<file path="src/kcc_pkg.sv">
// Shared constants, codes and control types of the k-clique counter.
`timescale 1ns / 1ps
`default_nettype none

package kcc_pkg;

  localparam int unsigned MAX_VERTICES = 16;
  localparam int unsigned VIDX_W       = $clog2(MAX_VERTICES);
  localparam int unsigned CFG_W        = 5;
  localparam int unsigned CNT_W        = 14;
  localparam int unsigned PC_W         = $clog2(MAX_VERTICES + 1);

  localparam logic [CNT_W-1:0] CNT_MAX   = 14'd16383;
  localparam logic [CNT_W-1:0] CNT_BOUND = 14'd12870;

  localparam logic [CFG_W-1:0] VERTEX_COUNT_RST = 5'd16;
  localparam logic [CFG_W-1:0] CLIQUE_SIZE_RST  = 5'd4;

  localparam logic [1:0] MODE_EDGE  = 2'd0;
  localparam logic [1:0] MODE_COUNT = 2'd1;
  localparam logic [1:0] MODE_CLEAR = 2'd2;

  localparam logic CFG_VERTEX_COUNT = 1'b0;
  localparam logic CFG_CLIQUE_SIZE  = 1'b1;

  typedef enum logic [1:0] {
    ST_IDLE,
    ST_RUN,
    ST_FINISH
  } state_e;

  typedef struct packed {
    logic add_edge;
    logic clear;
    logic start;
    logic step;
    logic load_out;
  } cmd_t;

  typedef struct packed {
    logic trivial;
    logic done;
  } status_t;

endpackage

`default_nettype wire

</file>
<file path="src/k_clique_counter_unit.sv">
// Top level of the k-clique counter: controller and datapath.
// Edge and clear requests are taken one per cycle while the controller is idle.
// A count request starts the walk, then steps the depth-first walk (skipped when
// the count is trivial), then loads the result register once the output is free.
// The walk length is set by the number of partial cliques the candidate stack visits.
// Reset clears the adjacency matrix and sets vertex_count to 16 and clique_size to 4.
`timescale 1ns / 1ps
`default_nettype none

module k_clique_counter_unit (
  input  logic                       clk_i,
  input  logic                       rst_ni,
  input  logic                       cfg_we_i,
  input  logic                       cfg_idx_i,
  input  logic [kcc_pkg::CFG_W-1:0]  cfg_wdata_i,
  input  logic                       in_valid_i,
  output logic                       in_stall_o,
  input  logic [1:0]                 mode_i,
  input  logic [kcc_pkg::VIDX_W-1:0] vertex_a_i,
  input  logic [kcc_pkg::VIDX_W-1:0] vertex_b_i,
  output logic                       out_valid_o,
  input  logic                       out_stall_i,
  output logic [kcc_pkg::CNT_W-1:0]  clique_count_o
);
  import kcc_pkg::*;

  cmd_t    cmd;
  status_t status;

  kcc_ctrl u_ctrl (
    .clk_i       (clk_i),
    .rst_ni      (rst_ni),
    .in_valid_i  (in_valid_i),
    .in_stall_o  (in_stall_o),
    .mode_i      (mode_i),
    .out_valid_o (out_valid_o),
    .out_stall_i (out_stall_i),
    .status_i    (status),
    .cmd_o       (cmd)
  );

  kcc_datapath u_datapath (
    .clk_i          (clk_i),
    .rst_ni         (rst_ni),
    .cfg_we_i       (cfg_we_i),
    .cfg_idx_i      (cfg_idx_i),
    .cfg_wdata_i    (cfg_wdata_i),
    .vertex_a_i     (vertex_a_i),
    .vertex_b_i     (vertex_b_i),
    .cmd_i          (cmd),
    .status_o       (status),
    .clique_count_o (clique_count_o)
  );

endmodule

`default_nettype wire

</file>
<file path="src/kcc_ctrl.sv">
// Controller state machine of the k-clique counter: request handshake and walk sequencing.
`timescale 1ns / 1ps
`default_nettype none

module kcc_ctrl (
  input  logic            clk_i,
  input  logic            rst_ni,
  input  logic            in_valid_i,
  output logic            in_stall_o,
  input  logic [1:0]      mode_i,
  output logic            out_valid_o,
  input  logic            out_stall_i,
  input  kcc_pkg::status_t status_i,
  output kcc_pkg::cmd_t   cmd_o
);
  import kcc_pkg::*;

  state_e state_q, state_d;
  logic   out_valid_q, out_valid_d;
  logic   out_free;

  assign out_free = !out_valid_q || !out_stall_i;

  always_comb begin
    state_d = state_q;
    unique case (state_q)
      ST_IDLE: begin
        if (in_valid_i && (mode_i == MODE_COUNT)) begin
          state_d = status_i.trivial ? ST_FINISH : ST_RUN;
        end
      end
      ST_RUN: begin
        if (status_i.done) begin
          state_d = ST_FINISH;
        end
      end
      ST_FINISH: begin
        if (out_free) begin
          state_d = ST_IDLE;
        end
      end
      default: state_d = ST_IDLE;
    endcase
  end

  always_comb begin
    cmd_o      = '0;
    in_stall_o = 1'b1;
    unique case (state_q)
      ST_IDLE: begin
        in_stall_o     = 1'b0;
        cmd_o.add_edge = in_valid_i && (mode_i == MODE_EDGE);
        cmd_o.clear    = in_valid_i && (mode_i == MODE_CLEAR);
        cmd_o.start    = in_valid_i && (mode_i == MODE_COUNT);
      end
      ST_RUN: begin
        cmd_o.step = 1'b1;
      end
      ST_FINISH: begin
        cmd_o.load_out = out_free;
      end
      default: in_stall_o = 1'b1;
    endcase
  end

  always_comb begin
    out_valid_d = out_valid_q;
    if (cmd_o.load_out) begin
      out_valid_d = 1'b1;
    end else if (!out_stall_i) begin
      out_valid_d = 1'b0;
    end
  end

  always_ff @(posedge clk_i or negedge rst_ni) begin
    if (!rst_ni) begin
      state_q     <= ST_IDLE;
      out_valid_q <= 1'b0;
    end else begin
      state_q     <= state_d;
      out_valid_q <= out_valid_d;
    end
  end

  assign out_valid_o = out_valid_q;

endmodule

`default_nettype wire

</file>
<file path="src/kcc_datapath.sv">
// Datapath of the k-clique counter: adjacency matrix, candidate stack, counter and result.
`timescale 1ns / 1ps
`default_nettype none

module kcc_datapath (
  input  logic                        clk_i,
  input  logic                        rst_ni,
  input  logic                        cfg_we_i,
  input  logic                        cfg_idx_i,
  input  logic [kcc_pkg::CFG_W-1:0]   cfg_wdata_i,
  input  logic [kcc_pkg::VIDX_W-1:0]  vertex_a_i,
  input  logic [kcc_pkg::VIDX_W-1:0]  vertex_b_i,
  input  kcc_pkg::cmd_t               cmd_i,
  output kcc_pkg::status_t            status_o,
  output logic [kcc_pkg::CNT_W-1:0]   clique_count_o
);
  import kcc_pkg::*;

  typedef logic [MAX_VERTICES-1:0] row_t;

  logic [CFG_W-1:0]  vcount_q, ksize_q;
  row_t              adj_q [MAX_VERTICES];
  row_t              adj_d [MAX_VERTICES];
  row_t              cand_q [MAX_VERTICES];
  logic [VIDX_W-1:0] depth_q, depth_d;
  logic [CNT_W-1:0]  count_q, count_d;
  logic [CNT_W-1:0]  res_q;

  logic [CFG_W-1:0]  n_eff;
  row_t              all_mask;
  logic              edge_ok;
  row_t              cur;
  logic [PC_W-1:0]   pc;
  logic [CFG_W-1:0]  need;
  logic              prune, last, pop;
  logic [VIDX_W-1:0] v;
  row_t              v_bit;
  logic [CNT_W:0]    sum;

  function automatic logic [PC_W-1:0] bits_set(input row_t x);
    logic [PC_W-1:0] c;
    c = '0;
    for (int i = 0; i < MAX_VERTICES; i++) begin
      c = c + PC_W'(x[i]);
    end
    return c;
  endfunction

  function automatic logic [VIDX_W-1:0] lowest_bit(input row_t x);
    logic [VIDX_W-1:0] r;
    r = '0;
    for (int i = MAX_VERTICES - 1; i >= 0; i--) begin
      if (x[i]) begin
        r = VIDX_W'(i);
      end
    end
    return r;
  endfunction

  assign n_eff    = (vcount_q > CFG_W'(MAX_VERTICES)) ? CFG_W'(MAX_VERTICES) : vcount_q;
  assign all_mask = MAX_VERTICES'(({{MAX_VERTICES{1'b0}}, 1'b1} << n_eff) - 1'b1);
  assign edge_ok  = ({1'b0, vertex_a_i} < n_eff) && ({1'b0, vertex_b_i} < n_eff) &&
                    (vertex_a_i != vertex_b_i);

  assign cur   = cand_q[depth_q];
  assign pc    = bits_set(cur);
  assign need  = ksize_q - {1'b0, depth_q};
  assign prune = CFG_W'(pc) < need;
  assign last  = need == CFG_W'(1);
  assign pop   = prune || last;
  assign v     = lowest_bit(cur);
  assign v_bit = row_t'(1) << v;
  assign sum   = {1'b0, count_q} + (CNT_W + 1)'(pc);

  assign status_o.trivial = (ksize_q == '0) || (ksize_q > n_eff);
  assign status_o.done    = pop && (depth_q == '0);

  always_comb begin
    adj_d = adj_q;
    if (cmd_i.clear) begin
      for (int r = 0; r < MAX_VERTICES; r++) begin
        adj_d[r] = '0;
      end
    end else if (cmd_i.add_edge && edge_ok) begin
      adj_d[vertex_a_i][vertex_b_i] = 1'b1;
      adj_d[vertex_b_i][vertex_a_i] = 1'b1;
    end
  end

  always_comb begin
    depth_d = depth_q;
    count_d = count_q;
    if (cmd_i.start) begin
      depth_d = '0;
      count_d = (ksize_q == '0) ? CNT_W'(1) : '0;
    end else if (cmd_i.step) begin
      if (pop) begin
        if (!prune) begin
          count_d = (sum >= {1'b0, CNT_MAX}) ? CNT_MAX : sum[CNT_W-1:0];
        end
        if (depth_q != '0) begin
          depth_d = depth_q - 1'b1;
        end
      end else begin
        depth_d = depth_q + 1'b1;
      end
    end
  end

  always_ff @(posedge clk_i or negedge rst_ni) begin
    if (!rst_ni) begin
      vcount_q <= VERTEX_COUNT_RST;
      ksize_q  <= CLIQUE_SIZE_RST;
      depth_q  <= '0;
      count_q  <= '0;
      for (int r = 0; r < MAX_VERTICES; r++) begin
        adj_q[r] <= '0;
      end
    end else begin
      if (cfg_we_i) begin
        unique case (cfg_idx_i)
          CFG_VERTEX_COUNT: vcount_q <= cfg_wdata_i;
          CFG_CLIQUE_SIZE:  ksize_q  <= cfg_wdata_i;
          default:          vcount_q <= vcount_q;
        endcase
      end
      depth_q <= depth_d;
      count_q <= count_d;
      adj_q   <= adj_d;
    end
  end

  // The candidate stack is always written before it is read in a walk.
  always_ff @(posedge clk_i) begin
    if (cmd_i.start) begin
      cand_q[0] <= all_mask;
    end else if (cmd_i.step && !pop) begin
      cand_q[depth_q]        <= cur & ~v_bit;
      cand_q[depth_q + 1'b1] <= cur & ~v_bit & adj_q[v];
    end
    if (cmd_i.load_out) begin
      res_q <= count_q;
    end
  end

  assign clique_count_o = res_q;

endmodule

`default_nettype wire

</file>
<file path="config.mk">
export PLATFORM = sky130hd
export DESIGN_NAME = k_clique_counter_unit
export DESIGN_NICKNAME = d
export VERILOG_FILES = /design/src/kcc_pkg.sv /design/src/k_clique_counter_unit.sv /design/src/kcc_ctrl.sv /design/src/kcc_datapath.sv
export SDC_FILE = /design/constraint.sdc
export NUM_CORES = 1
export LEC_CHECK = 0
export ABC_AREA = 1
export BUFFER_PORTS_ARGS = -buffer_cell sky130_fd_sc_hd__buf_2
export CAP_MARGIN = 20
export CORE_UTILIZATION = 28
export DETAILED_ROUTE_END_ITERATION = 10
export GPL_TIMING_DRIVEN = 0
export HOLD_SLACK_MARGIN = 0.03
export PLACE_DENSITY = 0.45
export SYNTH_ARGS = -nofsm -noshare
export SYNTH_HDL_FRONTEND = slang
export SYNTH_SLANG_ARGS = --single-unit
</file>
<file path="constraint.sdc">
create_clock -name clk_i -period 8.47 [get_ports clk_i]
set_input_delay 1.2705 -clock clk_i [delete_from_list [all_inputs] [get_ports clk_i]]
set_output_delay 1.2705 -clock clk_i [all_outputs]
set_load 0.005 [all_outputs]
</file>
==> qor.txt, run 1 <==
Initial antenna violation count: 0
Vias in the first global route: 24,618
Crit path capture type: flop
GRT Total Usage: 23.2%
DIE AREA: 101,000 µm²
#FFs+latches synth: 474
Total congestion overflow: 0
Drt wl/cell: 23.7 µm
Max_slew headroom: 26.4%
Seq/Total Area, Yosys: 47.4%
Area grow syn2layout: 19.3%
Final Hold Viols: 0
Maxcap violations: 0
GPL Wtd Cong: 0.910
Slew Viols, Final: 0
Achievable frequency: 0.120 GHz
DIE HEIGHT: 318 µm
Worst Setup SP: u_datapath.depth_q[1]
# setup viols final: 0
R2R Setup Slk: 160 ps
Commonest cells after routing, fill and taps aside: 772 x nand2_1, 405 x nor2_1, 400 x nand3_1
Gate Count Post-Synth: 3,524
RSZ-0062 raised after global routing: true
Share of layout cells above drive strength 1: 13.6%
Port bufs: 36
Die X: 318 µm
Worst hold-check path type: flop to flop
H-Tree Depth: 2
Final period utilization: 98.1%
Final WS setup: 163 ps
Worst Path Arrival: 8680 ps
Final Net Count: 3,772
Startpoint types: flop
R2R depth: 34
Reg-to-Reg End: u_datapath.cand_q[9][1]
Clock Skews: 37.8 ps
Worst-path maximum fanout: 10
Placement Setup Slack: -3290 ps
DP HPWL: 86,500 µm
Vias: 26,047
Post-synthesis net count: 3,594
Worst-Margin Slew: 1100 ps
R2r startpoint: u_datapath.depth_q[1]
DR iter-0 viols: 2,858
Mapped Area: 27,900 µm²
Remaining DRCs: 0
Avg Cell Area, Syn: 7.92 µm²
Status: complete, no violations
Utilization after layout: 33.8%
Initial Util: 28.3%
WS Path Type: flop to flop
Max incr delay on CP: 570 ps
Critical Path RT: 8850 ps
Worst-path clk slew: 60 ps
Ports: 37
Clk_lat worst skew: 670 ps
Highest-delay cell along the critical path: fa_2
Post-synth cell types: 58
Antenna-violating nets left: 0
First-pass GRT wire length: 173,000 µm
Sink Count: 474
Total wire length: 119,000 µm
CTS Buffer Depth: 3
Initial DRT Pass Iterations: 6
Post-synth EDFFs: 270
Vias/cell: 5.17
Main synth FF type: edfxtp_1
Site Rows: 115
CTS tree: built
Largest net degree at the start of global routing: 107
Ys async rst share: 43.0%
Commonest non-fill, non-tap cell in the layout: nand2_1
CTS root buffer: clkbuf_16
Crit path to: u_datapath.cand_q[9][1]
Core box area: 98,600 µm²
Post-layout min period: 8310 ps
CTS Buf Count: 57
Diodes inserted: 0
Yosys warns: 0
-- worst max-delay path: cells and delay by family (launching register included) --
kind / cells / cell delay (ps)
buffers and inverters: 11 / 2000
AOI/OAI and AO/OA: 5 / 420
and+or+nand+nor: 10 / 1610
adders and majority gates: 8 / 3460
DFF: 1 / 500
-- worst min-delay path by stage --
stage / startpoint / to / slack (ps) / cells after the start
final: u_datapath.count_q[7] / u_datapath.clique_count_o[7] / 460 / 0
after detailed placement: u_datapath.count_q[13] / u_datapath.clique_count_o[13] / 450 / 0
after floorplan: u_datapath.count_q[13] / u_datapath.clique_count_o[13] / 420 / 0
after global routing: u_datapath.count_q[7] / u_datapath.clique_count_o[7] / 480 / 0
after global placement: u_datapath.count_q[7] / u_datapath.clique_count_o[7] / 440 / 0
after CTS: u_datapath.count_q[7] / u_datapath.clique_count_o[7] / 460 / 0
-- Yosys cell counts, types with 3 or more instances --
master	number	area, µm²
o31ai_1	3	22.5
nand2_2	7	43.8
nor2_2	5	31.3
clkbuf_1	130	488
buf_2	50	250
xor2_1	16	140
buf_1	6	22.5
a22oi_1	22	165
nand3_2	26	260
ha_1	37	463
o22ai_1	26	163
o21a_1	12	90.1
inv_1	359	1350
a31oi_1	4	25.0
nand3_1	400	2000
xnor2_1	13	114
nand2_1	785	2950
clkinv_1	3	11.3
o21ai_0	179	896
nand4_1	171	1070
fa_1	12	240
o211ai_1	10	75.1
nor3_1	12	60.1
nor2_1	423	1590
or2_0	4	25.0
o21ai_1	10	50.1
buf_4	27	203
edfxtp_1	270	8110
a21oi_1	204	1020
dfrtp_1	202	5050
inv_2	12	45.0
nand2_4	6	67.6
o21ai_2	6	52.6
buf_6	34	383
nand3b_1	5	37.5
a21oi_2	3	26.3
-- area by class of cell --
class	count	area [µm²]
plain buffers	236	1470
clock buffers	78	1580
clock inverters	27	378
fillers	10415	65300
inverters	376	1470
multi-input cells	2427	12400
flip-flops and latches	474	13200
well taps	1287	1610
repair buffers	130	1170
-- registers in the layout, summed over array words and instances, names as in the netlist --
signal,cells
u_ctrl.out_valid_o,1
u_datapath.depth_q,4
u_datapath.cand_q,256
u_datapath.adj_q,173
u_datapath.vcount_q,5
u_datapath.clique_count_o,14
u_ctrl.state_q,2
u_datapath.ksize_q,5
u_datapath.count_q,14
-- what timing repair did --
action	4_1_cts	5_1_grt
hold buffers	0	0
resized for setup	137	63
endpoints found under the setup margin	532	478
pin swaps	24	14
setup buffers	49	29
-- per-layer routing --
metal / up-vias / GRT usage [%] / wire (µm)
li1: 12113 / - / -
met1: 12579 / 32.1 / 52400
met2: 1143 / 37.1 / 53800
met3: 212 / 2.99 / 8720
met4: 0 / 8.36 / 4330
met5: - / 0 / 0
-- per-stage QoR --
stage          area (µm²)  TNS (ps)  std cells  hold slack, ps
3_3_place_gp        29700  -1697840       4847             442
4_1_cts             32900         0       5014             462
2_1_floorplan       27900     -8860       3524             425
6_report            33300         0       5035             461
3_5_place_dp        30100  -1403040       4862             449
5_1_grt             33300     -1660       5035             476
-- cell families after synthesis --
logic type	Yosys count	synth area share, %
xor gates and xnor gates	29	0.911
and+or+nand+nor	1856	29.5
DFF	474	47.4
adders and majority gates	49	2.52
AOI/OAI and AO/OA	493	9.77
buffers and inverters	623	9.90
Power of run 1 is not shown: default switching activity piles up to over one toggle a cycle in this logic, so the estimate is an artifact.
==> run 2: changes to the inputs <==
RECOVER_POWER = 25   (was not set)
==> run 2 against run 1 <==
Net effect: the flow now finishes with violations (max-capacitance violations, max-slew violations); sequential share of layout area about the same; flip-flop and latch count stayed put; clock skew about the same; count of clock-buffer cells in the layout is the same; via count about the same; maximum frequency is essentially flat; wire length about the same; final area is essentially flat; first-iteration DRC count about the same; setup slack lost 4.8 ps.
==> qor.txt, run 2 (synthesis gave the netlist of run 1 again) <==
DIE HEIGHT: 318 µm
Ports: 37
WS Path Type: flop to flop
Critical Path RT: 8850 ps
Startpoint types: flop
Die X: 318 µm
Share of layout cells above drive strength 1: 13.5%
Achievable frequency: 0.120 GHz
HP Start: u_datapath.count_q[7]
Site Rows: 115
Maxcap violations: 1
Placement Setup Slack: -3290 ps
Max reg flops: 256
CTS root buffer: clkbuf_16
Total congestion overflow: 0
Clk_lat worst skew: 680 ps
DR iter-0 viols: 2,856
Hold_buf cts: 0
Initial Util: 28.3%
Initial antenna violation count: 0
Max incr delay on CP: 570 ps
Worst path bufs/invs: 11
Failing checks: max-capacitance violations, max-slew violations
Remaining DRCs: 0
Crit path max-delay family: adder cells
Area grow syn2layout: 19.2%
Utilization after layout: 33.7%
Final setup TNS: 0 ps
H-Tree Depth: 2
R2R depth: 34
Final period utilization: 98.1%
Worst-Margin Slew: 5710 ps
DP HPWL: 86,500 µm
Commonest cells after routing, fill and taps aside: 772 x nand2_1, 405 x nor2_1, 400 x nand3_1
Slew Viols, Final: 100
Hold Path Sink: u_datapath.clique_count_o[7]
Worst Setup SP: u_datapath.depth_q[1]
Biggest register: u_datapath.cand_q
Port bufs: 36
Total wire length: 119,000 µm
CTS Buffer Depth: 3
Max_slew headroom: -281%
Final Hold Viols: 0
CTS tree: built
Core box area: 98,600 µm²
R2R Setup Slk: 160 ps
Top flop regs: u_datapath.cand_q: 256 flops, u_datapath.adj_q: 173 flops
Hold Path Cell Cnt: 0
Drt wl/cell: 23.7 µm
Highest-delay cell along the critical path: fa_2
Vias: 26,051
R2r startpoint: u_datapath.depth_q[1]
Crit path capture type: flop
Status: finished, violations left
Initial DRT Pass Iterations: 7
GPL Wtd Cong: 0.910
Sink Count: 474
Final WS setup: 158 ps
Vias in the first global route: 24,618
Commonest non-fill, non-tap cell in the layout: nand2_1
Antenna-violating nets left: 0
DIE AREA: 101,000 µm²
First-pass GRT wire length: 173,000 µm
Clock Skews: 38.3 ps
Diodes inserted: 0
Worst hold-check path type: flop to flop
CTS Buf Count: 57
Reg-to-Reg End: u_datapath.cand_q[9][1]
# setup viols final: 0
Largest net degree at the start of global routing: 107
RSZ-0062 raised after global routing: true
Worst-path clk slew: 60 ps
Worst-path maximum fanout: 10
Vias/cell: 5.17
Final Net Count: 3,772
GRT Total Usage: 23.2%
Post-layout min period: 8310 ps
Worst Path Arrival: 8690 ps
## run 2: area by class of cell
| type | instances | area (µm²) |
|---|---|---|
| multi-input cells | 2427 | 12400 |
| clock buffers | 78 | 1580 |
| fillers | 10418 | 65300 |
| repair buffers | 130 | 1150 |
| plain buffers | 236 | 1470 |
| clock inverters | 27 | 378 |
| well taps | 1287 | 1610 |
| inverters | 376 | 1470 |
| flip-flops and latches | 474 | 13200 |
## run 2: what timing repair did
item,in CTS,in global routing
setup buffers,49,29
endpoints found under the setup margin,532,478
gates cloned,0,0
pin swaps,24,14
gates resized for setup,137,63
## run 2: worst max-delay path by stage
stage	depth (start not counted)	to
final	34	u_datapath.cand_q[9][1]
after global routing	35	u_datapath.cand_q[9][6]
after CTS	34	u_datapath.cand_q[12][15]
after floorplan	34	u_datapath.cand_q[1][0]
after global placement	31	u_datapath.cand_q[7][4]
after detailed placement	34	u_datapath.cand_q[6][4]
## run 2: per-layer routing
metal,track usage (%),wire (µm),vias up
met5,0,0,-
met4,8.36,4340,0
met3,2.99,8680,213
met2,37.1,53800,1141
met1,32.1,52400,12581
li1,-,-,12116
## run 2: worst reg2reg max path, delay by kind of cell, from the launching register on
family | cells | cell delay [ps]
AND/OR/NAND/NOR | 10 | 1620
adder cells (fa/ha/maj) | 8 | 3460
AO/OA/AOI/OAI | 5 | 440
flip-flops | 1 | 500
buffers and inverters | 11 | 2010
## run 2: stage by stage
stage,std cells,hold slack [ps],area [µm²]
2_1_floorplan,3524,425,27900
3_3_place_gp,4847,442,29700
3_5_place_dp,4862,449,30100
4_1_cts,5014,462,32900
5_1_grt,5035,476,33300
6_report,5035,461,33300
Power of run 2 is left out for the same reason.
